<file path="src/hw/rtl/sha_pkg.sv">
// ----------------------------------------------------------------------------
// sha_pkg
// Shared types, constants and round functions of the SHA-256 byte hasher.
// ----------------------------------------------------------------------------
package sha_pkg;

    localparam int BLOCK_BITS   = 512;
    localparam int BLOCK_BYTES  = BLOCK_BITS / 8;
    localparam int BLOCK_WORDS  = BLOCK_BITS / 32;
    localparam int DIGEST_WORDS = 8;
    localparam int ROUNDS       = 64;
    localparam int PAD_LIMIT    = 56;
    localparam int LEN_BITS     = 64;
    localparam int POS_W        = $clog2(BLOCK_BYTES);
    localparam int BLK_CNT_W    = LEN_BITS - $clog2(BLOCK_BITS);
    localparam int ROUND_W      = $clog2(ROUNDS);
    localparam int WIDX_W       = $clog2(DIGEST_WORDS);
    localparam int JOB_DEPTH    = 2;

    localparam logic [7:0] PAD_MARK = 8'h80;

    localparam logic ACT_ABSORB = 1'b0;
    localparam logic ACT_FINISH = 1'b1;

    // index 7 holds the first digest word
    typedef logic [DIGEST_WORDS-1:0][31:0] hash_t;

    localparam hash_t HASH_INIT = {
        32'h6a09e667, 32'hbb67ae85, 32'h3c6ef372, 32'ha54ff53a,
        32'h510e527f, 32'h9b05688c, 32'h1f83d9ab, 32'h5be0cd19
    };

    // one block for the compression unit; index 15 holds the first word
    typedef struct packed {
        logic                         final_blk;
        logic [BLOCK_WORDS-1:0][31:0] block;
    } job_t;

    function automatic logic [31:0] rotr(input logic [31:0] x, input int n);
        rotr = (x >> n) | (x << (32 - n));
    endfunction

    function automatic logic [31:0] big_sigma0(input logic [31:0] x);
        big_sigma0 = rotr(x, 2) ^ rotr(x, 13) ^ rotr(x, 22);
    endfunction

    function automatic logic [31:0] big_sigma1(input logic [31:0] x);
        big_sigma1 = rotr(x, 6) ^ rotr(x, 11) ^ rotr(x, 25);
    endfunction

    function automatic logic [31:0] small_sigma0(input logic [31:0] x);
        small_sigma0 = rotr(x, 7) ^ rotr(x, 18) ^ (x >> 3);
    endfunction

    function automatic logic [31:0] small_sigma1(input logic [31:0] x);
        small_sigma1 = rotr(x, 17) ^ rotr(x, 19) ^ (x >> 10);
    endfunction

    function automatic logic [31:0] round_k(input logic [ROUND_W-1:0] t);
        case (t)
            6'd0:  round_k = 32'h428a2f98;
            6'd1:  round_k = 32'h71374491;
            6'd2:  round_k = 32'hb5c0fbcf;
            6'd3:  round_k = 32'he9b5dba5;
            6'd4:  round_k = 32'h3956c25b;
            6'd5:  round_k = 32'h59f111f1;
            6'd6:  round_k = 32'h923f82a4;
            6'd7:  round_k = 32'hab1c5ed5;
            6'd8:  round_k = 32'hd807aa98;
            6'd9:  round_k = 32'h12835b01;
            6'd10: round_k = 32'h243185be;
            6'd11: round_k = 32'h550c7dc3;
            6'd12: round_k = 32'h72be5d74;
            6'd13: round_k = 32'h80deb1fe;
            6'd14: round_k = 32'h9bdc06a7;
            6'd15: round_k = 32'hc19bf174;
            6'd16: round_k = 32'he49b69c1;
            6'd17: round_k = 32'hefbe4786;
            6'd18: round_k = 32'h0fc19dc6;
            6'd19: round_k = 32'h240ca1cc;
            6'd20: round_k = 32'h2de92c6f;
            6'd21: round_k = 32'h4a7484aa;
            6'd22: round_k = 32'h5cb0a9dc;
            6'd23: round_k = 32'h76f988da;
            6'd24: round_k = 32'h983e5152;
            6'd25: round_k = 32'ha831c66d;
            6'd26: round_k = 32'hb00327c8;
            6'd27: round_k = 32'hbf597fc7;
            6'd28: round_k = 32'hc6e00bf3;
            6'd29: round_k = 32'hd5a79147;
            6'd30: round_k = 32'h06ca6351;
            6'd31: round_k = 32'h14292967;
            6'd32: round_k = 32'h27b70a85;
            6'd33: round_k = 32'h2e1b2138;
            6'd34: round_k = 32'h4d2c6dfc;
            6'd35: round_k = 32'h53380d13;
            6'd36: round_k = 32'h650a7354;
            6'd37: round_k = 32'h766a0abb;
            6'd38: round_k = 32'h81c2c92e;
            6'd39: round_k = 32'h92722c85;
            6'd40: round_k = 32'ha2bfe8a1;
            6'd41: round_k = 32'ha81a664b;
            6'd42: round_k = 32'hc24b8b70;
            6'd43: round_k = 32'hc76c51a3;
            6'd44: round_k = 32'hd192e819;
            6'd45: round_k = 32'hd6990624;
            6'd46: round_k = 32'hf40e3585;
            6'd47: round_k = 32'h106aa070;
            6'd48: round_k = 32'h19a4c116;
            6'd49: round_k = 32'h1e376c08;
            6'd50: round_k = 32'h2748774c;
            6'd51: round_k = 32'h34b0bcb5;
            6'd52: round_k = 32'h391c0cb3;
            6'd53: round_k = 32'h4ed8aa4a;
            6'd54: round_k = 32'h5b9cca4f;
            6'd55: round_k = 32'h682e6ff3;
            6'd56: round_k = 32'h748f82ee;
            6'd57: round_k = 32'h78a5636f;
            6'd58: round_k = 32'h84c87814;
            6'd59: round_k = 32'h8cc70208;
            6'd60: round_k = 32'h90befffa;
            6'd61: round_k = 32'ha4506ceb;
            6'd62: round_k = 32'hbef9a3f7;
            6'd63: round_k = 32'hc67178f2;
            default: round_k = 32'h0;
        endcase
    endfunction

endpackage

</file>
<file path="src/hw/rtl/sha_jobq.sv">
// ----------------------------------------------------------------------------
// sha_jobq
// Short block queue between the packing front end and the compression unit.
// ----------------------------------------------------------------------------
module sha_jobq #(
    parameter int DEPTH = sha_pkg::JOB_DEPTH
) (
    input  logic          clk,
    input  logic          rst_n,
    input  logic          wr_en,
    input  sha_pkg::job_t wr_job,
    output logic          full,
    output logic          valid,
    output sha_pkg::job_t rd_job,
    input  logic          rd_en
);

    localparam int PTR_W = (DEPTH > 1) ? $clog2(DEPTH) : 1;
    localparam int CNT_W = $clog2(DEPTH + 1);

    sha_pkg::job_t    slots [DEPTH];
    logic [PTR_W-1:0] wr_ptr_reg, rd_ptr_reg;
    logic [CNT_W-1:0] count_reg;
    logic             do_wr, do_rd;

    assign full   = (count_reg == CNT_W'(DEPTH));
    assign valid  = (count_reg != '0);
    assign do_wr  = wr_en && !full;
    assign do_rd  = rd_en && valid;
    assign rd_job = slots[rd_ptr_reg];

    function automatic logic [PTR_W-1:0] ptr_inc(input logic [PTR_W-1:0] p);
        if (p == PTR_W'(DEPTH - 1))
            ptr_inc = '0;
        else
            ptr_inc = p + 1'b1;
    endfunction

    always_ff @(posedge clk or negedge rst_n)
    begin
        if (!rst_n)
        begin
            wr_ptr_reg <= '0;
            rd_ptr_reg <= '0;
            count_reg  <= '0;
        end
        else
        begin
            if (do_wr)
                wr_ptr_reg <= ptr_inc(wr_ptr_reg);
            if (do_rd)
                rd_ptr_reg <= ptr_inc(rd_ptr_reg);
            if (do_wr && !do_rd)
                count_reg <= count_reg + 1'b1;
            else if (do_rd && !do_wr)
                count_reg <= count_reg - 1'b1;
        end
    end

    always_ff @(posedge clk)
    begin
        if (do_wr)
            slots[wr_ptr_reg] <= wr_job;
    end

    a_count_bound: assert property (@(posedge clk) disable iff (!rst_n)
        count_reg <= CNT_W'(DEPTH))
        else $error("job queue count beyond depth");

endmodule

</file>
<file path="config.mk">
export PLATFORM = sky130hd
export DESIGN_NAME = sha_jobq
export DESIGN_NICKNAME = d
export VERILOG_FILES = /design/src/hw/rtl/sha_pkg.sv /design/src/hw/rtl/sha_jobq.sv
export SDC_FILE = /design/constraint.sdc
export NUM_CORES = 1
export LEC_CHECK = 0
export BUFFER_PORTS_ARGS = -buffer_cell sky130_fd_sc_hd__buf_2
export CORE_AREA = 2 2 400 402
export CTS_CLUSTER_SIZE = 20
export DETAILED_ROUTE_END_ITERATION = 10
export DIE_AREA = 0 0 402 404
export HOLD_SLACK_MARGIN = 0.05
export PLACE_DENSITY_LB_ADDON = 0.2
export REMOVE_ABC_BUFFERS = 1
export SYNTH_ARGS = -nofsm -noshare
export SYNTH_HDL_FRONTEND = slang
export SYNTH_SLANG_ARGS = --single-unit
</file>
<file path="constraint.sdc">
create_clock -name clk -period 31.5 [get_ports clk]
set_input_delay 4.725 -clock clk [delete_from_list [all_inputs] [get_ports clk]]
set_output_delay 4.725 -clock clk [all_outputs]
set_load 0.05 [all_outputs]
</file>
Word-level counts from Yosys, hierarchy flattened

Memories as Yosys holds them, arrays and structs flattened.
Index checks and enable logic that the tools add are counted.

Register bits: 4
Bits in latches: 0
Memory bits (writable): 1,026
ROM bits: 0
Bits of input ports: 517
Output and inout port bits: 515
Logic and storage cells: 24
Memories kept: 1

Add/sub/neg operators: 4
$mul: 0
Divide/modulo/power cells: 0
Magnitude comparators: 0
Equality and inequality tests: 1
Shift-type cells: 0
Mux-type cells: 6
Bitwise logic cells: 0
Reduce and logical (&&, ||, !) cells: 9

Memory list:

| memory | words | width | rd ports | clocked after Yosys merged registers in | wr ports | line           | text |
|---|---|---|---|---|---|---|---|
| slots  | 2     | 513   | 1        | 0                                       | 1        | sha_jobq.sv:21 | `sha_pkg::job_t slots [DEPTH];` |

Operators by type and width:

| cell                                              | number |
|---|---|
| logical AND 1 bit                                 | 4 |
| 2-to-1 mux 1 bit                                  | 4 |
| 2-to-1 mux 2 bit                                  | 2 |
| nonzero test 2 bit                                | 2 |
| logical NOT 1 bit                                 | 3 |
| adder 1 bit (second input constant)               | 2 |
| adder 2 x 1 -> 2 bit (second input constant)      | 1 |
| == test 2 bit (second input constant)             | 1 |
| subtractor 2 x 1 -> 2 bit (second input constant) | 1 |

Depth between registers and ports, before layout

Word-level depth: 7
Mapped depth: 7
Gate-level depth less buffers: 7

Worst setup path after synthesis

Ideal clock, no wire load.

Kind: input to register
Start point: input port wr_en
End point: memory slots[0][0] in the netlist's numbering, enable pin
Library setup time: 1.400 ns
Arrival: 26.030 ns
Data required time: 30.100 ns
Path slack: 4.070 ns
Stages: 2
Path buffers: 0
Cell sequence: nand2_1 nor2_1

Cells in the longest elaborated chain, start to end: 3

Ends and longest elaborated chain:

| element                                | line           | text |
|---|---|---|
| start, declared                        | sha_jobq.sv:10 | `input logic wr_en,` |
| logical AND 1 bit                      | sha_jobq.sv:28 | `assign do_wr = wr_en && !full;` |
| 2-to-1 mux 1 bit                       | sha_jobq.sv:62 | `if (do_wr)` |
| 2-to-1 mux 1 bit (implied by the code) | sha_jobq.sv:63 | `slots[wr_ptr_reg] <= wr_job;` |
| end, declared                          | sha_jobq.sv:21 |  |

No other way between the ends.

==> results by group <==
Die
  • Die H: just over 400 µm
  • Die Area: 0.1624 mm²
  • IO Count: ~1000
  • Initial Util: about a quarter
  • Core Area: 0.1578 mm²
  • FP Rows: about 150
  • DIE WIDTH: 402 µm

Routing
  • Via Count: 19550
  • Initial DRC Count: 913
  • Final ANT Viol Nets: 0
  • Post-route DRC: 0
  • Total length of routed wires: between 100000 and 150000 µm
  • DRT Pass-1 Iters: 4
  • Vias per inst: 3.982
  • Drt wl/cell: 21.79 µm

Worst setup path
  • CP Launch Type: flop
  • Worst Path Required: 26780 ps
  • WP data arrival: 5790 ps
  • Worst r2r src: count_reg[0]
  • Worst setup path class: reg2out
  • Reg-to-Reg End: slots[0][265]
  • Worst Reg-to-Reg Cells: 8
  • Reg2Reg Setup Slack: around 26000 ps
  • Setup crit end kind: output port
  • CP Max Fanout: 58

Power and ir drop
  • VDD IR-drop max: 0.00007458 V
  • Leak pwr: 0.01955 µW
  • Overall power: 5694 µW
  • PwrDens: 113.6 mW/mm²

Global routing
  • M3 GR Usage: 6.019%
  • Total track usage: 12.56%
  • Initial antenna violation count: 76
  • Global routing's busiest layer: met2
  • Gr ovfl total: 0
  • Largest net degree at the start of global routing: 158
  • GR Layer Usage met2: 22.12%
  • Vias in the first global route: 20010
  • First-pass GRT wire length: 145900 µm
  • Met1 Use GR: 13.27%

Synthesis
  • #FFs+latches synth: 1030
  • Register area share after synthesis: 78.78%
  • Synth unique cells: 16
  • Cell taking the most area after synthesis: edfxtp_1
  • Synth Cell Area: 0.03923 mm²
  • Mapped Avg Cell Area: approximately 24 µm²
  • Ys Warns: 0
  • Post-Synthesis Cells: 1615
  • Yosys top cell area share: approximately four fifths
  • Synth top area cells: edfxtp_1 79%, mux2_4 18%, mux2_2 1.5%, buf_8 1.1%, buf_6 0.63%

Clock network
  • Clk sinks: 1030
  • CTS tree: yes
  • H-tree depth: 3
  • Hold Buf Count CTS: 0
  • CTS clock-pin slew for the worst setup and hold paths: 60 ps
  • Clock latency at the later pin of the worst-skew pair: 710 ps
  • Longest Clk Path Bufs: 3
  • Post-CTS Setup Bufs: 0
  • TritonCTS Buffers: 114
  • Root buf cell: clkbuf_16
  • Post-CTS resize count: 0

Hold path
  • HP Class: reg2reg
  • Hold EP: count_reg[1]
  • Min-Delay Path Depth: 1
  • HP Start: count_reg[1]

Placed design
  • IO Port Bufs: about 1000
  • GP Congestion: between 0.7 and 0.8
  • Post-DP HPWL: 76720 µm
  • Cells after DPL: 4683
  • Place WS: 21650 ps

Timing
  • Final Max Slew Viols: 0
  • Final setup margin: 20980 ps
  • Fmax: 0.09507 GHz
  • RSZ-0062 raised after global routing: false
  • Final hold violations: 0
  • Setup TNS: 0 ps
  • Max_slew headroom: 21.20%
  • Final Setup Violations: 0
  • Slew @ Worst Pin: 1182 ps
  • Fin crit period: between 10000 and 15000 ps
  • WHS: 515.8 ps
  • Clk_skew: 40.15 ps
  • Fin crit share: 33.39%

Final layout
  • Most common cell after layout, fill and taps aside: buf_2
  • Layout cell share with drive strength beyond 1: about three fifths
  • Fin cells: 4910
  • Nets: ~3200
  • Max reg flops: 1026
  • Most frequent cells in the layout: 1031 x buf_2, 1026 x edfxtp_1, 460 x mux2_4
  • Synth-to-Final Area Change: 27.79%

Flow run
  • Max Cap Violations: 0

Run status
  • Status: finished, final reports clean
-- cells in the mapped netlist --
master / count
buf_8: 30
dfrtp_1: 4
mux2_4: 460
inv_1: 2
nand2_1: 2
or2_2: 1
mux2_2: 53
buf_6: 22
buf_2: 5
ha_1: 1
nor2_1: 2
edfxtp_1: 1026
and3_1: 1
xor2_1: 2
nand2b_1: 1
xnor2_1: 3
-- critical path, stage by stage, from the launching register on --
cell,delay (ps)
dfrtp_4,850
buf_4,730
buf_4,870
buf_4,860
buf_4,910
mux2_4,360
buf_2,220
-- power breakdown --
part / switching (µW) / internal (µW)
Clock: 534 / 736
Sequential: 82.5 / 1880
Combinational: 1740 / 725
-- layout make-up --
type / count / area [µm²]
clock inverters: 66 / 569.3
repair buffers: 1053 / 5375
multi-input cells: 526 / 7606
well taps: 2072 / 2592
flip-flops and latches: 1030 / 30910
clock buffers: 145 / 3033
fillers: 15580 / 107700
inverters: 2 / 7.507
diodes: 16 / 40.04
-- per-stage QoR --
stage	utilization, %	area, µm²
floorplan	-	38510
global placement	29.46	46490
detailed placement	29.46	46490
CTS	31.74	50100
global route	31.76	50120
finish	31.77	50140
-- cell families (layout without fill, tap and decap cells) --
family | after synthesis | in the layout | share of synthesized area, %
other | 0 | 16 | 0
buffers and inverters | 59 | 1266 | 1.862
xor gates and xnor gates | 5 | 5 | 0.1116
and+or+nand+nor | 7 | 7 | 0.08615
adders and majority gates | 1 | 1 | 0.03189
DFF | 1030 | 1030 | 78.78
muxes | 513 | 513 | 19.12
-- layer usage --
| layer | up-vias | routed length (µm) | part of all wire (%) |
|---|---|---|---|
| li1 | 8737 | - | - |
| met1 | 9754 | 38790 | 36 |
| met2 | 737 | 54610 | 51 |
| met3 | 247 | 10340 | 9.7 |
| met4 | 76 | 2744 | 2.6 |
| met5 | - | 490 | 0.46 |
-- how the worst max path moves through the flow --
stage                     from     endpoint
floorplan                wr_en  slots[0][0]
global placement    rd_ptr_reg  rd_job[511]
detailed placement  rd_ptr_reg  rd_job[511]
CTS                 rd_ptr_reg  rd_job[511]
global route        rd_ptr_reg  rd_job[256]
finish              rd_ptr_reg  rd_job[134]
Power figures use the tool's default switching activity.
