<file path="src/hw/rtl/sha_pkg.sv">
// ----------------------------------------------------------------------------
// sha_pkg
// Shared types, constants and round functions of the SHA-256 byte hasher.
// ----------------------------------------------------------------------------
package sha_pkg;

    localparam int BLOCK_BITS   = 512;
    localparam int BLOCK_BYTES  = BLOCK_BITS / 8;
    localparam int BLOCK_WORDS  = BLOCK_BITS / 32;
    localparam int DIGEST_WORDS = 8;
    localparam int ROUNDS       = 64;
    localparam int PAD_LIMIT    = 56;
    localparam int LEN_BITS     = 64;
    localparam int POS_W        = $clog2(BLOCK_BYTES);
    localparam int BLK_CNT_W    = LEN_BITS - $clog2(BLOCK_BITS);
    localparam int ROUND_W      = $clog2(ROUNDS);
    localparam int WIDX_W       = $clog2(DIGEST_WORDS);
    localparam int JOB_DEPTH    = 2;

    localparam logic [7:0] PAD_MARK = 8'h80;

    localparam logic ACT_ABSORB = 1'b0;
    localparam logic ACT_FINISH = 1'b1;

    // index 7 holds the first digest word
    typedef logic [DIGEST_WORDS-1:0][31:0] hash_t;

    localparam hash_t HASH_INIT = {
        32'h6a09e667, 32'hbb67ae85, 32'h3c6ef372, 32'ha54ff53a,
        32'h510e527f, 32'h9b05688c, 32'h1f83d9ab, 32'h5be0cd19
    };

    // one block for the compression unit; index 15 holds the first word
    typedef struct packed {
        logic                         final_blk;
        logic [BLOCK_WORDS-1:0][31:0] block;
    } job_t;

    function automatic logic [31:0] rotr(input logic [31:0] x, input int n);
        rotr = (x >> n) | (x << (32 - n));
    endfunction

    function automatic logic [31:0] big_sigma0(input logic [31:0] x);
        big_sigma0 = rotr(x, 2) ^ rotr(x, 13) ^ rotr(x, 22);
    endfunction

    function automatic logic [31:0] big_sigma1(input logic [31:0] x);
        big_sigma1 = rotr(x, 6) ^ rotr(x, 11) ^ rotr(x, 25);
    endfunction

    function automatic logic [31:0] small_sigma0(input logic [31:0] x);
        small_sigma0 = rotr(x, 7) ^ rotr(x, 18) ^ (x >> 3);
    endfunction

    function automatic logic [31:0] small_sigma1(input logic [31:0] x);
        small_sigma1 = rotr(x, 17) ^ rotr(x, 19) ^ (x >> 10);
    endfunction

    function automatic logic [31:0] round_k(input logic [ROUND_W-1:0] t);
        case (t)
            6'd0:  round_k = 32'h428a2f98;
            6'd1:  round_k = 32'h71374491;
            6'd2:  round_k = 32'hb5c0fbcf;
            6'd3:  round_k = 32'he9b5dba5;
            6'd4:  round_k = 32'h3956c25b;
            6'd5:  round_k = 32'h59f111f1;
            6'd6:  round_k = 32'h923f82a4;
            6'd7:  round_k = 32'hab1c5ed5;
            6'd8:  round_k = 32'hd807aa98;
            6'd9:  round_k = 32'h12835b01;
            6'd10: round_k = 32'h243185be;
            6'd11: round_k = 32'h550c7dc3;
            6'd12: round_k = 32'h72be5d74;
            6'd13: round_k = 32'h80deb1fe;
            6'd14: round_k = 32'h9bdc06a7;
            6'd15: round_k = 32'hc19bf174;
            6'd16: round_k = 32'he49b69c1;
            6'd17: round_k = 32'hefbe4786;
            6'd18: round_k = 32'h0fc19dc6;
            6'd19: round_k = 32'h240ca1cc;
            6'd20: round_k = 32'h2de92c6f;
            6'd21: round_k = 32'h4a7484aa;
            6'd22: round_k = 32'h5cb0a9dc;
            6'd23: round_k = 32'h76f988da;
            6'd24: round_k = 32'h983e5152;
            6'd25: round_k = 32'ha831c66d;
            6'd26: round_k = 32'hb00327c8;
            6'd27: round_k = 32'hbf597fc7;
            6'd28: round_k = 32'hc6e00bf3;
            6'd29: round_k = 32'hd5a79147;
            6'd30: round_k = 32'h06ca6351;
            6'd31: round_k = 32'h14292967;
            6'd32: round_k = 32'h27b70a85;
            6'd33: round_k = 32'h2e1b2138;
            6'd34: round_k = 32'h4d2c6dfc;
            6'd35: round_k = 32'h53380d13;
            6'd36: round_k = 32'h650a7354;
            6'd37: round_k = 32'h766a0abb;
            6'd38: round_k = 32'h81c2c92e;
            6'd39: round_k = 32'h92722c85;
            6'd40: round_k = 32'ha2bfe8a1;
            6'd41: round_k = 32'ha81a664b;
            6'd42: round_k = 32'hc24b8b70;
            6'd43: round_k = 32'hc76c51a3;
            6'd44: round_k = 32'hd192e819;
            6'd45: round_k = 32'hd6990624;
            6'd46: round_k = 32'hf40e3585;
            6'd47: round_k = 32'h106aa070;
            6'd48: round_k = 32'h19a4c116;
            6'd49: round_k = 32'h1e376c08;
            6'd50: round_k = 32'h2748774c;
            6'd51: round_k = 32'h34b0bcb5;
            6'd52: round_k = 32'h391c0cb3;
            6'd53: round_k = 32'h4ed8aa4a;
            6'd54: round_k = 32'h5b9cca4f;
            6'd55: round_k = 32'h682e6ff3;
            6'd56: round_k = 32'h748f82ee;
            6'd57: round_k = 32'h78a5636f;
            6'd58: round_k = 32'h84c87814;
            6'd59: round_k = 32'h8cc70208;
            6'd60: round_k = 32'h90befffa;
            6'd61: round_k = 32'ha4506ceb;
            6'd62: round_k = 32'hbef9a3f7;
            6'd63: round_k = 32'hc67178f2;
            default: round_k = 32'h0;
        endcase
    endfunction

endpackage

</file>
<file path="src/hw/rtl/sha_front.sv">
// ----------------------------------------------------------------------------
// sha_front
// Packs message bytes into blocks, applies padding and length on finish, and
// hands complete blocks to the job queue.
// ----------------------------------------------------------------------------
module sha_front (
    input  logic              clk,
    input  logic              rst_n,
    input  logic              push,
    output logic              full,
    input  logic              action,
    input  logic [7:0]        data_byte,
    output sha_pkg::job_t     job,
    output logic              job_push,
    input  logic              q_full
);

    logic [sha_pkg::BLOCK_BYTES-1:0][7:0] bytes_reg, bytes_next;
    logic [sha_pkg::POS_W-1:0]            pos_reg, pos_next;
    logic [sha_pkg::BLK_CNT_W-1:0]        blocks_reg, blocks_next;
    logic                                 tail_pending_reg, tail_pending_next;
    logic [sha_pkg::LEN_BITS-1:0]         tail_len_reg, tail_len_next;

    logic [sha_pkg::BLOCK_BYTES-1:0][7:0] bytes_ins;
    logic [sha_pkg::BLOCK_BYTES-1:0][7:0] bytes_pad;
    logic [sha_pkg::LEN_BITS-1:0]         total;
    logic                                 accept;

    assign full   = q_full || tail_pending_reg;
    assign accept = push && !full;

    // compressed blocks are whole multiples of 512 bits
    assign total = {blocks_reg, pos_reg, 3'b000};

    always_comb
    begin
        // byte at position p sits at index 63 - p, which is ~p
        bytes_ins = bytes_reg;
        bytes_ins[~pos_reg] = data_byte;
        bytes_pad = bytes_reg;
        bytes_pad[~pos_reg] = sha_pkg::PAD_MARK;
    end

    always_comb
    begin
        bytes_next        = bytes_reg;
        pos_next          = pos_reg;
        blocks_next       = blocks_reg;
        tail_pending_next = tail_pending_reg;
        tail_len_next     = tail_len_reg;
        job_push          = 1'b0;
        job.final_blk     = 1'b0;
        job.block         = bytes_ins;

        if (tail_pending_reg)
        begin
            // length-only block after a padded block that had no room
            if (!q_full)
            begin
                job_push          = 1'b1;
                job.final_blk     = 1'b1;
                job.block         = {{(sha_pkg::BLOCK_BITS - sha_pkg::LEN_BITS){1'b0}},
                                     tail_len_reg};
                tail_pending_next = 1'b0;
            end
        end
        else if (accept)
        begin
            if (action == sha_pkg::ACT_ABSORB)
            begin
                bytes_next = bytes_ins;
                pos_next   = pos_reg + 1'b1;
                if (pos_reg == sha_pkg::POS_W'(sha_pkg::BLOCK_BYTES - 1))
                begin
                    job_push    = 1'b1;
                    bytes_next  = '0;
                    blocks_next = blocks_reg + 1'b1;
                end
            end
            else
            begin
                job_push    = 1'b1;
                bytes_next  = '0;
                pos_next    = '0;
                blocks_next = '0;
                if (pos_reg < sha_pkg::POS_W'(sha_pkg::PAD_LIMIT))
                begin
                    job.final_blk = 1'b1;
                    job.block     = {bytes_pad[sha_pkg::BLOCK_BYTES-1:sha_pkg::LEN_BITS/8],
                                     total};
                end
                else
                begin
                    job.block         = bytes_pad;
                    tail_pending_next = 1'b1;
                    tail_len_next     = total;
                end
            end
        end
    end

    always_ff @(posedge clk or negedge rst_n)
    begin
        if (!rst_n)
        begin
            bytes_reg        <= '0;
            pos_reg          <= '0;
            blocks_reg       <= '0;
            tail_pending_reg <= 1'b0;
        end
        else
        begin
            bytes_reg        <= bytes_next;
            pos_reg          <= pos_next;
            blocks_reg       <= blocks_next;
            tail_pending_reg <= tail_pending_next;
        end
    end

    always_ff @(posedge clk)
    begin
        tail_len_reg <= tail_len_next;
    end

    a_finish_clears: assert property (@(posedge clk) disable iff (!rst_n)
        (accept && action == sha_pkg::ACT_FINISH) |=> (pos_reg == '0 && blocks_reg == '0))
        else $error("front state not cleared after finish");

endmodule

</file>
<file path="config.mk">
export PLATFORM = sky130hd
export DESIGN_NAME = sha_front
export DESIGN_NICKNAME = d
export VERILOG_FILES = /design/src/hw/rtl/sha_pkg.sv /design/src/hw/rtl/sha_front.sv
export SDC_FILE = /design/constraint.sdc
export NUM_CORES = 2
export LEC_CHECK = 0
export ABC_CLOCK_PERIOD_IN_PS = 6850
export BUFFER_PORTS_ARGS = -buffer_cell sky130_fd_sc_hd__buf_2
export CORE_MARGIN = 2
export CORE_UTILIZATION = 55
export CTS_BUF_LIST = sky130_fd_sc_hd__clkbuf_8
export DETAILED_ROUTE_END_ITERATION = 16
export GPL_ROUTABILITY_DRIVEN = 1
export PLACE_DENSITY = 0.86
export SKIP_LAST_GASP = 1
export SLEW_MARGIN = 20
export SYNTH_ARGS = -nofsm -noshare
export SYNTH_HDL_FRONTEND = slang
export SYNTH_SLANG_ARGS = --single-unit
</file>
<file path="constraint.sdc">
create_clock -name clk -period 6.85 [get_ports clk]
set_input_delay 0.3425 -clock clk [delete_from_list [all_inputs] [get_ports clk]]
set_output_delay 0.3425 -clock clk [all_outputs]
set_load 0.01 [all_outputs]
</file>
Word level (Yosys, flattened, before mapping)

Cells that the tools add are included.
W data, S select, Z words.

Flip-flop bits (word level): 635
Output and inout port bits: 515
Word-level logic and storage cells: 112

Add/subtract/negate cells: 2
Magnitude comparators: 3
Equal/unequal tests: 1
Mux-type cells: 24
Bitwise gates (word level): 6
Reduce and logical (&&, ||, !) cells: 8

Operators with widths:

| cell                    | number |
|---|---|
| $mux W513               | 4 |
| $mux W512               | 2 |
| $bwmux W512             | 1 |
| $and A448 B448 Y448     | 1 |
| $not A448 Y448          | 1 |
| $mux W55                | 2 |
| $mux W64                | 1 |
| $or A64 B64 Y64         | 1 |
| $add A55 B1 Y55 const B | 1 |
| $demux W8 S6            | 1 |
| $mux W1                 | 11 |
| $mux W8                 | 1 |
| $lt A6 B7 Y1 const B    | 1 |
| $add A6 B1 Y6 const B   | 1 |
| $eq A6 B6 Y1 const B    | 1 |
| $ge A6 B1 Y1 const B    | 1 |
| $lt A6 B6 Y1 const B    | 1 |
| $mux W6                 | 1 |
| $not A6 Y6              | 1 |
| $reduce_and A4 Y1       | 1 |
| $reduce_and A3 Y1       | 1 |
| $logic_and A1 B1 Y1     | 2 |
| $not A1 Y1              | 2 |
| $reduce_and A2 Y1       | 1 |
| 3 further kinds         | 3 |

Longest topological paths before layout

Word-level depth: 11
Depth in mapped cells: 9
Gate-level depth less buffers: 6

Least setup slack after synthesis

Ideal clock, no wire load.

Path kind: input to register
From: in q_full
To: reg tail_len_reg[10] (netlist bit), enable pin
Arrival time: 2.541 ns
Required time: 6.435 ns
Slack: 3.894 ns
Stages: 5
Path buffers: 2
Cells stage by stage: buf_6 > nor4bb_1 > clkbuf_1 > nand2_1 > inv_1

Cells in the longest elaborated chain, start to end: 4

Ends and longest elaborated chain:

| item                        | line             | text |
|---|---|---|
| start: declaration          | sha_front.sv:15  | `input logic q_full` |
| $logic_or A1 B1 Y1          | sha_front.sv:29  | `assign full = q_full \|\| tail_pending_reg;` |
| $logic_not A1 Y1            | sha_front.sv:30  | `assign accept = push && !full;` |
| $logic_and A1 B1 Y1         | sha_front.sv:30  |  |
| $reduce_and A4 Y1 (no line) | n/a              |  |
| end signal: assignment      | sha_front.sv:122 | `tail_len_reg <= tail_len_next;` |
| end: declaration            | sha_front.sv:22  | `logic [sha_pkg::LEN_BITS-1:0] tail_len_reg, tail_len_next;` |

Every way passes these cells.
A chain may end at the register's enable or synchronous reset.

==> impl_metrics.ini <==
[finish]
largest_register_ffs = 512
fin_nets = 3940
fin_cells = 4775
fin_area_um2 = 37300
area_growth_pct = 16.2
drive_gt1_share_pct = 20.3
fillers = 4585
multiInputGateArea_um2 = 14800
regArea_um2 = 16200

[sta]
hold_viol = 0
relSlewSlack_pct = 21.8
max_slew.worst_pin.slew_ns = 1.17
finalCritPeriodShare_pct = 68.3
tns_ns = 0
setup_viol = 0
slew_viol_final = 0
rsz0062_at_grt = no
fin_crit_ns = 4.68
finClkSkew_ns = 0.0385
fmax_mhz = 214

[clocking]
clk_latency_ns = 0.71
numCtsBuffers = 100
cts_root_buffer = clkbuf_8
ctsLongestPathBuffers = 3
cts_tree = built
cts_resized = 0
clk_pin_slew_worst_paths_ns = 0.07
clock-sinks = 635
h-tree-depth = 3

[critical_path]
critPathKind = flop to output pin
cpPeakStageDelay_ns = 0.81
ff2ff_path_depth = 6
critPathArrivalTime_ns = 4.33
critPathMaxFanout = 25
crit_slowest_cell = nand4bb_1
crit_chain = nand4bb_1 -> and2_2 -> buf_4 -> nand2_1 -> a21oi_1 -> buf_2
critPathCaptureType = output pin
cp.required_ns = 6.51
start_kind = flop

[floorplanning]
die_w_um = 246
die_y_um = 246
rows = 88
core_um2 = 57700
start_util_pct = 55.6
dieArea_um2 = 60300
ios = 528

[yosys]
synth-seq-cells = 635
synth_cell_types = 59
yosysWarnings = 0
synth_fp_nets = 3544
syn_avg_cell_area_um2 = 9.10
mappedNetlistArea_um2 = 32100
syn_inst = 3529
synth_edf_count = 61
synth_top_cell_area_share_pct = 44.8
async_flop_share_pct = 90.4
synth_top_cell_by_area = dfrtp_1
ys.flop_type = dfrtp_1
synthTopCellsByArea = dfrtp_1 45%, a22o_1 14%, nand2_1 6.8%
ys_seq_area_share_pct = 50.5

[placement]
dp_hpwl_mm = 76.6
finalWeightedCongestion = 0.908
place_inst = 4584
placed_area_um2 = 35100
numPortBuffers = 527

[grt]
overflow = 0
grt_use_total_pct = 40.8
grt_first_pass_wirelength_mm = 185
grt_pass1_vias = 29700
antenna_found_initial = 4
grt_max_degree = 245

[routing]
route.final.wire_length_mm = 126
post-route-drc-count = 0
drt_iter0_markers = 4806
vias = 32100
antenna_left = 0
drt_first_pass_iters = 7
wl_per_cell_um = 26.3
viasPerCell = 6.72

[power]
ir_worst_vdd_mv = 0.143
power_per_cell_area_nw_per_um2 = 216
leakage_uw = 0.0175

[hold_path]
holdPathStages = 2
min_path_type = input pin to flop

[run_status]
status = finished clean

[flow_run]
cap_violations = 0
## routing by layer
metal	track usage, %	vias to the layer above	routed length (um)
li1	-	13700	-
met1	54.2	15200	45200
met2	60.7	2621	54700
met3	10.2	557	17500
met4	24.6	2	8190
met5	0.0817	-	13
## final cells by class
class	instances	area share, %
flip-flops and latches	635	43.4
multi-input cells	2595	39.8
repair buffers	576	8.31
clock buffers	128	4.72
well taps	765	2.57
clock inverters	56	1.05
inverters	17	0.171
diodes	3	0.0201
## per-stage QoR
stage | util (%) | worst slack (ns) | hold slack (ns) | power, uW
2_1_floorplan | - | 3.89 | 0.0469 | 4260
3_3_place_gp | 60.8 | 2.71 | 0.475 | 4610
3_5_place_dp | 60.8 | 2.53 | 0.477 | 4620
4_1_cts | 64.6 | 2.36 | 0.0927 | 8000
5_1_grt | 64.7 | 2.17 | 0.138 | 8240
6_report | 64.7 | 2.17 | 0.152 | 8050
## layout by cell type (no fill, tap or decap), types with 26 or more instances in the layout
master / count
nand2_1: 581
dfrtp_1: 574
buf_2: 518
a22o_1: 512
a21oi_1: 426
nor2_1: 396
o21ai_0: 173
clkbuf_8: 128
edfxtp_1: 61
o21ai_1: 56
buf_4: 50
a211oi_1: 49
a22oi_1: 49
o211ai_1: 46
nand3_1: 41
inv_1: 40
nor2_2: 27
or3_1: 26
## synth_stat cells, drive strengths merged (3+ instances only)
cell    count
buf        25
nor3b       4
xnor2      15
nand3      41
nor2      426
o211ai     46
nand2b      3
inv        17
o21a        4
mux2i      22
nor3       38
a21oi     426
mux2        3
nor4b       3
a31oi       3
o31ai       6
nor2b       3
and3b       3
and3        6
edfxtp     61
or4         9
and2        7
o21ai     229
a211oi     50
a22o      512
a221o      12
a22oi      49
xor2        4
or3        27
dfrtp     574
or2         4
nand2     584
nand4      21
clkbuf    257
o22ai       6
nor4       15
## path summary, 6_finish.rpt
check | from | to | slack [ns]
min | data_byte[4] | bytes_reg[108] | 0.15
min reg2reg | bytes_reg[147] | bytes_reg[147] | 0.49
max reg2reg | pos_reg[3] | bytes_reg[458] | 2.35
max in group asynchronous | rst_n | bytes_reg[285] | 4.63
min in group asynchronous | rst_n | bytes_reg[172] | 0.31
max | tail_pending_reg | job[376] | 2.17
## cell families (layout without fill, tap and decap cells)
kind of cell,Yosys count,after routing,synth area share [%]
compound gates,1346,1346,28.4
xor+xnor,19,19,0.518
fa+ha+maj,2,2,0.0780
buf+inv,299,777,3.60
flops,635,635,50.5
mux,25,25,0.791
other cells,0,3,0
simple gates,1203,1203,16.1
## worst max-delay path: cells and delay by family (launching register included)
family | cells | cell delay [ns]
flops | 1 | 0.52
simple gates | 3 | 1.71
compound gates | 1 | 0.56
buf+inv | 2 | 0.80
## power breakdown
group          switching (uW)  internal, uW  leakage (uW)
Clock                    1590          1870       0.00121
Combinational             602           128       0.00767
Sequential               38.4          3820       0.00866
## what timing repair did
item                      4_1_cts  5_1_grt
buffers inserted                0        0
hold buffers                    3        0
hold endpoints to repair      122        0
No activity file was read; power rests on OpenSTA's default activity.
