$ cat src/hw/rtl/sha_pkg.sv
// ----------------------------------------------------------------------------
// sha_pkg
// Shared types, constants and round functions of the SHA-256 byte hasher.
// ----------------------------------------------------------------------------
package sha_pkg;

    localparam int BLOCK_BITS   = 512;
    localparam int BLOCK_BYTES  = BLOCK_BITS / 8;
    localparam int BLOCK_WORDS  = BLOCK_BITS / 32;
    localparam int DIGEST_WORDS = 8;
    localparam int ROUNDS       = 64;
    localparam int PAD_LIMIT    = 56;
    localparam int LEN_BITS     = 64;
    localparam int POS_W        = $clog2(BLOCK_BYTES);
    localparam int BLK_CNT_W    = LEN_BITS - $clog2(BLOCK_BITS);
    localparam int ROUND_W      = $clog2(ROUNDS);
    localparam int WIDX_W       = $clog2(DIGEST_WORDS);
    localparam int JOB_DEPTH    = 2;

    localparam logic [7:0] PAD_MARK = 8'h80;

    localparam logic ACT_ABSORB = 1'b0;
    localparam logic ACT_FINISH = 1'b1;

    // index 7 holds the first digest word
    typedef logic [DIGEST_WORDS-1:0][31:0] hash_t;

    localparam hash_t HASH_INIT = {
        32'h6a09e667, 32'hbb67ae85, 32'h3c6ef372, 32'ha54ff53a,
        32'h510e527f, 32'h9b05688c, 32'h1f83d9ab, 32'h5be0cd19
    };

    // one block for the compression unit; index 15 holds the first word
    typedef struct packed {
        logic                         final_blk;
        logic [BLOCK_WORDS-1:0][31:0] block;
    } job_t;

    function automatic logic [31:0] rotr(input logic [31:0] x, input int n);
        rotr = (x >> n) | (x << (32 - n));
    endfunction

    function automatic logic [31:0] big_sigma0(input logic [31:0] x);
        big_sigma0 = rotr(x, 2) ^ rotr(x, 13) ^ rotr(x, 22);
    endfunction

    function automatic logic [31:0] big_sigma1(input logic [31:0] x);
        big_sigma1 = rotr(x, 6) ^ rotr(x, 11) ^ rotr(x, 25);
    endfunction

    function automatic logic [31:0] small_sigma0(input logic [31:0] x);
        small_sigma0 = rotr(x, 7) ^ rotr(x, 18) ^ (x >> 3);
    endfunction

    function automatic logic [31:0] small_sigma1(input logic [31:0] x);
        small_sigma1 = rotr(x, 17) ^ rotr(x, 19) ^ (x >> 10);
    endfunction

    function automatic logic [31:0] round_k(input logic [ROUND_W-1:0] t);
        case (t)
            6'd0:  round_k = 32'h428a2f98;
            6'd1:  round_k = 32'h71374491;
            6'd2:  round_k = 32'hb5c0fbcf;
            6'd3:  round_k = 32'he9b5dba5;
            6'd4:  round_k = 32'h3956c25b;
            6'd5:  round_k = 32'h59f111f1;
            6'd6:  round_k = 32'h923f82a4;
            6'd7:  round_k = 32'hab1c5ed5;
            6'd8:  round_k = 32'hd807aa98;
            6'd9:  round_k = 32'h12835b01;
            6'd10: round_k = 32'h243185be;
            6'd11: round_k = 32'h550c7dc3;
            6'd12: round_k = 32'h72be5d74;
            6'd13: round_k = 32'h80deb1fe;
            6'd14: round_k = 32'h9bdc06a7;
            6'd15: round_k = 32'hc19bf174;
            6'd16: round_k = 32'he49b69c1;
            6'd17: round_k = 32'hefbe4786;
            6'd18: round_k = 32'h0fc19dc6;
            6'd19: round_k = 32'h240ca1cc;
            6'd20: round_k = 32'h2de92c6f;
            6'd21: round_k = 32'h4a7484aa;
            6'd22: round_k = 32'h5cb0a9dc;
            6'd23: round_k = 32'h76f988da;
            6'd24: round_k = 32'h983e5152;
            6'd25: round_k = 32'ha831c66d;
            6'd26: round_k = 32'hb00327c8;
            6'd27: round_k = 32'hbf597fc7;
            6'd28: round_k = 32'hc6e00bf3;
            6'd29: round_k = 32'hd5a79147;
            6'd30: round_k = 32'h06ca6351;
            6'd31: round_k = 32'h14292967;
            6'd32: round_k = 32'h27b70a85;
            6'd33: round_k = 32'h2e1b2138;
            6'd34: round_k = 32'h4d2c6dfc;
            6'd35: round_k = 32'h53380d13;
            6'd36: round_k = 32'h650a7354;
            6'd37: round_k = 32'h766a0abb;
            6'd38: round_k = 32'h81c2c92e;
            6'd39: round_k = 32'h92722c85;
            6'd40: round_k = 32'ha2bfe8a1;
            6'd41: round_k = 32'ha81a664b;
            6'd42: round_k = 32'hc24b8b70;
            6'd43: round_k = 32'hc76c51a3;
            6'd44: round_k = 32'hd192e819;
            6'd45: round_k = 32'hd6990624;
            6'd46: round_k = 32'hf40e3585;
            6'd47: round_k = 32'h106aa070;
            6'd48: round_k = 32'h19a4c116;
            6'd49: round_k = 32'h1e376c08;
            6'd50: round_k = 32'h2748774c;
            6'd51: round_k = 32'h34b0bcb5;
            6'd52: round_k = 32'h391c0cb3;
            6'd53: round_k = 32'h4ed8aa4a;
            6'd54: round_k = 32'h5b9cca4f;
            6'd55: round_k = 32'h682e6ff3;
            6'd56: round_k = 32'h748f82ee;
            6'd57: round_k = 32'h78a5636f;
            6'd58: round_k = 32'h84c87814;
            6'd59: round_k = 32'h8cc70208;
            6'd60: round_k = 32'h90befffa;
            6'd61: round_k = 32'ha4506ceb;
            6'd62: round_k = 32'hbef9a3f7;
            6'd63: round_k = 32'hc67178f2;
            default: round_k = 32'h0;
        endcase
    endfunction

endpackage

$ cat src/hw/rtl/sha_core.sv
// ----------------------------------------------------------------------------
// sha_core
// Round-per-cycle SHA-256 compression with an eight-word digest output buffer.
// ----------------------------------------------------------------------------
module sha_core (
    input  logic          clk,
    input  logic          rst_n,
    input  sha_pkg::job_t job,
    input  logic          job_valid,
    output logic          job_pop,
    output logic          empty,
    input  logic          pop,
    output logic [31:0]   digest_word,
    output logic [2:0]    word_index,
    output logic          last_word
);

    typedef enum logic [2:0] {
        ST_IDLE   = 3'b001,
        ST_ROUND  = 3'b010,
        ST_UPDATE = 3'b100
    } state_t;

    localparam logic [sha_pkg::ROUND_W-1:0] ROUND_LAST = sha_pkg::ROUND_W'(sha_pkg::ROUNDS - 1);
    localparam logic [sha_pkg::WIDX_W-1:0]  WORD_LAST  =
        sha_pkg::WIDX_W'(sha_pkg::DIGEST_WORDS - 1);

    state_t                               state_reg, state_next;
    logic [sha_pkg::ROUND_W-1:0]          round_reg;
    logic                                 final_reg;
    sha_pkg::hash_t                       hash_reg;
    sha_pkg::hash_t                       v_reg, v_next;    // [7] = a ... [0] = h
    logic [sha_pkg::BLOCK_WORDS-1:0][31:0] w_reg;           // [15] = current word
    sha_pkg::hash_t                       dig_reg;
    logic                                 out_valid_reg;
    logic [sha_pkg::WIDX_W-1:0]           out_cnt_reg;

    sha_pkg::hash_t sums;
    logic [31:0]    t1, t2, w_new, ch, maj;
    logic           update_go, out_pop;

    assign job_pop   = (state_reg == ST_IDLE) && job_valid;
    // a final block waits until the previous digest is fully drained
    assign update_go = (state_reg == ST_UPDATE) && (!final_reg || !out_valid_reg);
    assign out_pop   = pop && out_valid_reg;

    assign empty       = !out_valid_reg;
    assign digest_word = dig_reg[sha_pkg::DIGEST_WORDS-1];
    assign word_index  = out_cnt_reg;
    assign last_word   = (out_cnt_reg == WORD_LAST);

    always_comb
    begin
        ch  = (v_reg[3] & v_reg[2]) ^ (~v_reg[3] & v_reg[1]);
        maj = (v_reg[7] & v_reg[6]) ^ (v_reg[7] & v_reg[5]) ^ (v_reg[6] & v_reg[5]);
        t1  = v_reg[0] + sha_pkg::big_sigma1(v_reg[3]) + ch
            + sha_pkg::round_k(round_reg) + w_reg[15];
        t2  = sha_pkg::big_sigma0(v_reg[7]) + maj;
        v_next = {t1 + t2, v_reg[7], v_reg[6], v_reg[5],
                  v_reg[4] + t1, v_reg[3], v_reg[2], v_reg[1]};
        // next schedule word, from the sixteen-word window
        w_new = w_reg[15] + sha_pkg::small_sigma0(w_reg[14]) + w_reg[6]
              + sha_pkg::small_sigma1(w_reg[1]);
        for (int i = 0; i < sha_pkg::DIGEST_WORDS; i++)
            sums[i] = hash_reg[i] + v_reg[i];
    end

    always_comb
    begin
        state_next = state_reg;
        case (state_reg)
            ST_IDLE:
            begin
                if (job_valid)
                    state_next = ST_ROUND;
            end
            ST_ROUND:
            begin
                if (round_reg == ROUND_LAST)
                    state_next = ST_UPDATE;
            end
            ST_UPDATE:
            begin
                if (update_go)
                    state_next = ST_IDLE;
            end
            default: state_next = ST_IDLE;
        endcase
    end

    always_ff @(posedge clk or negedge rst_n)
    begin
        if (!rst_n)
        begin
            state_reg     <= ST_IDLE;
            round_reg     <= '0;
            hash_reg      <= sha_pkg::HASH_INIT;
            out_valid_reg <= 1'b0;
            out_cnt_reg   <= '0;
        end
        else
        begin
            state_reg <= state_next;
            if (job_pop)
                round_reg <= '0;
            else if (state_reg == ST_ROUND)
                round_reg <= round_reg + 1'b1;

            if (update_go)
                hash_reg <= final_reg ? sha_pkg::HASH_INIT : sums;

            if (update_go && final_reg)
            begin
                out_valid_reg <= 1'b1;
                out_cnt_reg   <= '0;
            end
            else if (out_pop)
            begin
                out_cnt_reg <= out_cnt_reg + 1'b1;
                if (out_cnt_reg == WORD_LAST)
                    out_valid_reg <= 1'b0;
            end
        end
    end

    always_ff @(posedge clk)
    begin
        if (job_pop)
        begin
            w_reg     <= job.block;
            v_reg     <= hash_reg;
            final_reg <= job.final_blk;
        end
        else if (state_reg == ST_ROUND)
        begin
            w_reg <= {w_reg[sha_pkg::BLOCK_WORDS-2:0], w_new};
            v_reg <= v_next;
        end

        if (update_go && final_reg)
            dig_reg <= sums;
        else if (out_pop)
            dig_reg <= {dig_reg[sha_pkg::DIGEST_WORDS-2:0], 32'h0};
    end

    a_idle_count: assert property (@(posedge clk) disable iff (!rst_n)
        !out_valid_reg |-> (out_cnt_reg == '0))
        else $error("digest word count nonzero while buffer empty");

    a_round_end: assert property (@(posedge clk) disable iff (!rst_n)
        (state_reg == ST_ROUND && round_reg == ROUND_LAST) |=> (state_reg == ST_UPDATE))
        else $error("round sequence did not end in update");

    a_digest_load: assert property (@(posedge clk) disable iff (!rst_n)
        (update_go && final_reg) |=>
        (out_valid_reg && hash_reg == sha_pkg::HASH_INIT))
        else $error("final block did not load digest and restart hash");

    a_job_start: assert property (@(posedge clk) disable iff (!rst_n)
        job_pop |=> (state_reg == ST_ROUND && round_reg == '0))
        else $error("block load did not start at round zero");

endmodule

$ cat config.mk
export PLATFORM = sky130hd
export DESIGN_NAME = sha_core
export DESIGN_NICKNAME = d
export VERILOG_FILES = /design/src/hw/rtl/sha_pkg.sv /design/src/hw/rtl/sha_core.sv
export SDC_FILE = /design/constraint.sdc
export NUM_CORES = 2
export LEC_CHECK = 0
export ABC_AREA = 1
export BUFFER_PORTS_ARGS = -buffer_cell sky130_fd_sc_hd__buf_2
export CAP_MARGIN = 15
export CORE_ASPECT_RATIO = 1.4
export CORE_UTILIZATION = 65
export CTS_CLUSTER_DIAMETER = 30
export DETAILED_ROUTE_END_ITERATION = 12
export PLACE_DENSITY = 0.85
export SYNTH_ARGS = -nofsm -noshare
export SYNTH_HDL_FRONTEND = slang
export SYNTH_SLANG_ARGS = --single-unit
$ cat constraint.sdc
create_clock -name clk -period 27.7 [get_ports clk]
set_input_delay 5.54 -clock clk [delete_from_list [all_inputs] [get_ports clk]]
set_output_delay 5.54 -clock clk [all_outputs]
set_load 0.02 [all_outputs]
==> impl.org, run 1 <==
** Clock tree
- Number of instances resized during post-cts repair :: 0
- In this run the deepest clock path goes through 3 buffers.
- The clock tree synthesis step divided the H-tree into 4 levels.
- Buffers added to address setup during post-CTS repair amount to 0.
- For this design, the CTS-stage hold fixing added 0 buffers.
- The clock net in this run drives a total of about 1300 sinks.
- Number of buffers added by the clock tree synthesis step :: approximately 210
- Clock tree synthesis selected as its root buffer the cell sky130_fd_sc_hd__clkbuf_16.

** Global routing
- The first global-routing pass estimated between 600 and 700 mm of wire.
- The total overflow left after global routing is 32.
- The number of global-route vias before repair came to ~89000.
- Largest net degree at the start of global routing :: 201
- GRT Util Overall :: around two thirds

** Floorplan
- roughly 560 I/O pins were placed.
- Height of the die :: approximately 430 um
- Starting utilization of the core area :: between 60% and 70%
- From left edge to right edge, the die measures between 300 and 400 um.
- Cell Rows :: roughly 160

** Yosys
- Library cells used by synthesis :: 70
- Post-synthesis cell area :: 85200 um2
- Number of flops mapped to enable cells by yosys :: between 1000 and 1500
- Most used flip-flop cell after synthesis :: sky130_fd_sc_hd__edfxtp_1
- Cells taking the most area after synthesis :: sky130_fd_sc_hd__edfxtp_1, sky130_fd_sc_hd__nand2_1, sky130_fd_sc_hd__ha_1
- A synthesized cell averages approximately 8.3 um2.
- Synthesis produced a netlist with a net count of around 11000.
- The share of the Yosys chip area taken by registers is between 40% and 50%.
- Of all flip-flops after synthesis, the portion carrying an async set or reset was 20.8%.
- The synthesized design contains 1294 register bits.
- Synth Warn # :: 0
- Synthesis handed over a netlist of between 10000 and 15000 instances.
- Post-synth top area share :: a little over a third
- Library cell occupying the most area in the post-synthesis netlist :: sky130_fd_sc_hd__edfxtp_1

** Run status
- The run ended at 5_1_grt.
- The run stopped with a tool error.
- The first error in the log reads "[ERROR GRT-0116] Global routing finished with congestion. Check the congestion regions in the DRC Viewer".

** Placement
- Routability-driven placement finished with a final weighted congestion of about 1.2.
- During placement, the flow inserted port buffers numbering between 500 and 600.
- Summed over all nets, the half-perimeter wirelength after detailed placement is roughly 280 mm.
[metrics by stage]
step / instances / area (um2) / utilization [%] / setup slack, ns / hold slack (ns)
2_1_floorplan: 10200 / 85200 / - / 11.92 / 0.458
3_3_place_gp: 12200 / 89100 / 68.7 / 15.84 / 0.465
3_5_place_dp: 12200 / 89100 / 68.7 / 15.85 / 0.480
4_1_cts: 12600 / 96800 / 74.7 / 15.85 / 0.490
[logic make-up after synthesis]
logic type	count (synthesis)	share of synthesized area, %
AO/OA/AOI/OAI	1829	12.2
XOR/XNOR	431	4.43
adder cells (fa/ha/maj)	596	10.5
buffers and inverters	1558	7.25
flip-flops	1294	44.3
AND/OR/NAND/NOR	4519	21.4
[routing by layer]
| layer | overflow | GRT usage, % |
|---|---|---|
| met4 | 12 | 75.0 |
| met2 | 20 | 90.5 |
| met3 | 0 | 40.7 |
| met5 | 0 | 2.69 |
| met1 | 0 | 64.2 |
[synthesized netlist by cell type, drive strengths merged (4+ instances only)]
master and number:
a211oi 8, a21boi 21, a21o 42, a21oi 530, a221oi 9, a22o 4
a22oi 28, a2bb2oi 66, a31oi 21, buf 204, clkbuf 170, dfrtp 132
dfstp 137, edfxtp 1025, fa 195, ha 401, inv 1183, nand2 3293
nand3 444, nand3b 30, nand4 69, nor2 510, nor3 89, nor4 14
o211ai 39, o21a 24, o21ai 884, o21bai 73, o221a 18, o221ai 4
o22a 4, o22ai 31, o31ai 4, or2 62, xnor2 216, xor2 215
==> run 2, diff against run 1 <==
- CORE_ASPECT_RATIO: 1.4 -> default
- CORE_UTILIZATION: 65 -> 40
- CTS_CLUSTER_DIAMETER: 30 -> default
- PLACE_DENSITY: 0.85 -> default
- PLACE_DENSITY_LB_ADDON: default -> 0.15
==> run 2 against run 1 <==
The flow now finishes without violations. Synthesized area unchanged. Synthesized cell count unchanged.
==> impl.org, run 2 <==
** Placement
- The final weighted congestion in routability-driven placement came to 1.04 (-11%).
- The pre-CTS setup slack is 15.73 ns (-0.119 ns).
- DP Wirelength :: 288 mm (+2.3%)
- The number of buffer cells added on primary ports is 554 (unchanged).

** Yosys
- Net count of the mapped netlist :: 11300 (unchanged)
- Gate Count Post-Synth :: 10200 (unchanged)
- For this run, the leading register cell type out of synthesis is sky130_fd_sc_hd__edfxtp_1.
- Average footprint of a synthesized cell :: 8.33 um2 (unchanged)
- Synth Warn # :: 0 (unchanged)
- Number of storage elements in the synthesis netlist :: 1294 (unchanged)
- The cell area after synthesis came to 85200 um2 (unchanged).
- Summed over all instances, the cell type with the most area after synthesis is sky130_fd_sc_hd__edfxtp_1.
- Dominant cell by count in the synthesized netlist :: sky130_fd_sc_hd__nand2_1
- Register area share after synthesis :: 44.3% (unchanged)
- Cells taking the most area after synthesis :: sky130_fd_sc_hd__edfxtp_1, sky130_fd_sc_hd__nand2_1, sky130_fd_sc_hd__ha_1
- The unique cell type count in the Yosys netlist was 70 (unchanged).
- The proportion of netlist area held by the largest area contributor was 36.1% (unchanged).
- The share of async-settable or async-resettable flops after synthesis was 20.8% (unchanged).
- By count the netlist is led by sky130_fd_sc_hd__nand2_1, sky130_fd_sc_hd__inv_1, sky130_fd_sc_hd__edfxtp_1.
- Number of flops mapped to enable cells by yosys :: 1025 (unchanged)

** Global routing
- Largest net degree at the start of global routing :: 204
- The first global-routing pass estimated a little over 500 mm of wire.
- The initial antenna violation count came to 48.
- In the global route stage, overall resource usage came out at 33.4%.
- The number of global-route vias before repair is just over 70000.
- Global routing finished with a remaining overflow of 0.

** Critical path
- Worst EP arrival :: roughly 6.4 ns
- The critical path contains buffers and inverters numbering 3 combined.
- Critical Path, Cell by Cell :: buf_2 -> inv_1 -> nor2_4 -> buf_2
- In this run the critical register-to-register path is launched from round_reg[1].
- Along the worst path, the maximum fanout reaches 3.
- Slowest library cell on the worst path :: sky130_fd_sc_hd__nor2_4
- The endpoint identified for the worst register-to-register timing path is v_next[223].
- Data on the critical path is required at its endpoint by about 22 ns.
- Kind of cell with the highest combined delay on the critical path :: buffers and inverters
- Register-to-Register Setup Slack :: between 15 and 20 ns
- STA classifies the critical path endpoint as an output pin.
- CP Launch Type :: primary input
- Among the stages of the critical path, the cell type that occurs most often is sky130_fd_sc_hd__buf_2.
- By startpoint and endpoint, the worst setup path is classified as in -> out.
- For this run, the slowest stage of the critical path takes between 0.3 and 0.4 ns.
- Cell depth of the worst flop-to-flop path :: 31

** Route
- Sum of routed wire length over all layers :: ~370 mm
- In this run, the number of DRC markers left after iteration 0 of detailed routing was 7515.
- In the final routed layout, each cell accounts on average for roughly 27 um.
- Summing over every cut layer, the via total after detailed routing is 74400.
- In this run the remaining antenna-violating nets after routing total 0.
- After detailed routing, the number of vias per cell comes to 5.47.
- The first detailed-routing pass ran for 7 iterations.
- After detailed routing, the number of remaining DRC violations is 0.

** Clock tree
- Clock tree root buffer cell :: sky130_fd_sc_hd__clkbuf_16
- Clock-pin slew reported for the worst setup and hold paths after clock tree synthesis :: roughly 0.060 ns
- The count of instances resized after the clock tree is built came to 0 (unchanged).
- Clock latency on the worst-skew pair :: 0.83 ns
- Total clock sinks :: 1294 (unchanged)
- Post-CTS Repair Setup Buffers :: 0 (unchanged)
- Maximum buffer depth of the clock tree :: 3 (unchanged)
- Number of buffers added by the clock tree synthesis step :: 154 (-27%)
- TritonCTS built the clock tree.
- # hold bufs at CTS :: 0 (unchanged)
- H-tree depth :: 4 (unchanged)

** STA
- Final Hold Vio Count :: 0
- Final setup violation count :: 0
- Final setup skew :: roughly 0.04 ns
- Headroom to the max-slew limit came out at 17.0%.
- Final Max Slew Viols :: 0
- Setup repair after global routing left no endpoint under its margin.
- Transition at the pin with the smallest max-transition slack :: ~1.2 ns
- Tcrit/Tclk final :: between 40% and 50%
- For this run, the top clock speed supported by timing is 0.0840 GHz.
- For the final routed database, the setup TNS stands at 0 ns.
- Minimum clock period :: approximately 12 ns
- Once routing completed, OpenROAD measured the worst setup slack at 15.79 ns.

** Floorplan
- The core region is about 210000 um2.
- I/O pins :: 555 (unchanged)
- The die width is 463 um (+51%).
- The starting density of the core came to 40.4% (-25 points).
- Height of the die :: 463 um (+7.7%)
- Area of the die :: about 210000 um2
- Cell Rows :: 168 (+7.7%)

** Cells and area
- The library cell used most frequently in the layout, excluding fill and tap cells, is sky130_fd_sc_hd__nand2_1.
- The register with the most flip-flops in the layout has just over 500 of them.
- The net count of the finished layout is ~12000.
- From synthesis to final layout, the design area changed by 12.3%.
- Leaving out fill and tap cells, the most frequent cells in the layout are sky130_fd_sc_hd__nand2_1, sky130_fd_sc_hd__inv_1, sky130_fd_sc_hd__edfxtp_1.
- Filler cell count in the final layout :: 21100
- Cells with a size suffix above 1 make up approximately a tenth of the layout.

** Run status
- The run finished with clean final reports.

** Job
- Max-cap violations in this run came to 0.

** Hold path
- Counting instances, the worst hold path has a depth of 2.
- The path with the worst hold slack has its endpoint at hash_reg[25].
- Path class of the lowest-slack min-delay path :: reg -> reg
- Hold path startpoint :: hash_reg[25]
-- run 2: how the worst max path moves through the flow --
stage | to | cells past startpoint | startpoint
2_1_floorplan | round_reg[5] | 8 | job_valid
3_3_place_gp | job_pop | 4 | job_valid
3_5_place_dp | job_pop | 4 | job_valid
4_1_cts | job_pop | 4 | job_valid
5_1_grt | job_pop | 4 | job_valid
6_report | job_pop | 4 | job_valid
-- run 2: worst register-to-register path: cells and delay by family, from the launching register on --
kind / cells / cell delay [ns]
xor+xnor: 1 / 0.93
flops: 1 / 0.36
simple gates: 11 / 1.54
fa+ha+maj: 5 / 2.13
compound gates: 8 / 2.67
buf+inv: 6 / 1.11
-- run 2: cells by family after synthesis --
| group | synth area share, % |
|---|---|
| AOI/OAI and AO/OA | 12.2 |
| DFF | 44.3 |
| xor gates and xnor gates | 4.43 |
| adders and majority gates | 10.5 |
| buffers and inverters | 7.25 |
| and+or+nand+nor | 21.4 |
-- run 2: layer usage --
metal | routed length (um) | GRT usage (%)
met3 | 23000 | 4.35
met1 | 154000 | 44.2
met4 | 18000 | 14.9
met5 | 93 | 0
met2 | 172000 | 54.5
-- run 2: layout make-up --
cell class / count / area (um2) / area share, %
diodes: 23 / 57.6 / 0.0602
clock buffers: 201 / 4100 / 4.29
clock inverters: 88 / 993 / 1.04
inverters: 1184 / 4460 / 4.67
multi-input cells: 7375 / 41300 / 43.2
flip-flops and latches: 1294 / 37700 / 39.4
well taps: 2805 / 3510 / 3.67
repair buffers: 634 / 3470 / 3.63
-- run 2: through the flow --
step,utilization (%),hold WS (ns),area [um2],instances
6_report,45.4,0.484,95600,13600
5_1_grt,45.4,0.509,95600,13600
4_1_cts,45.4,0.485,95600,13600
3_5_place_dp,43.0,0.477,90500,13300
3_3_place_gp,43.0,0.471,90500,13300
2_1_floorplan,-,0.458,85200,10200
Power of run 2 is left out: the tool's default activity adds up to more than one toggle a clock period on the data nets, which glitch-free logic cannot reach.
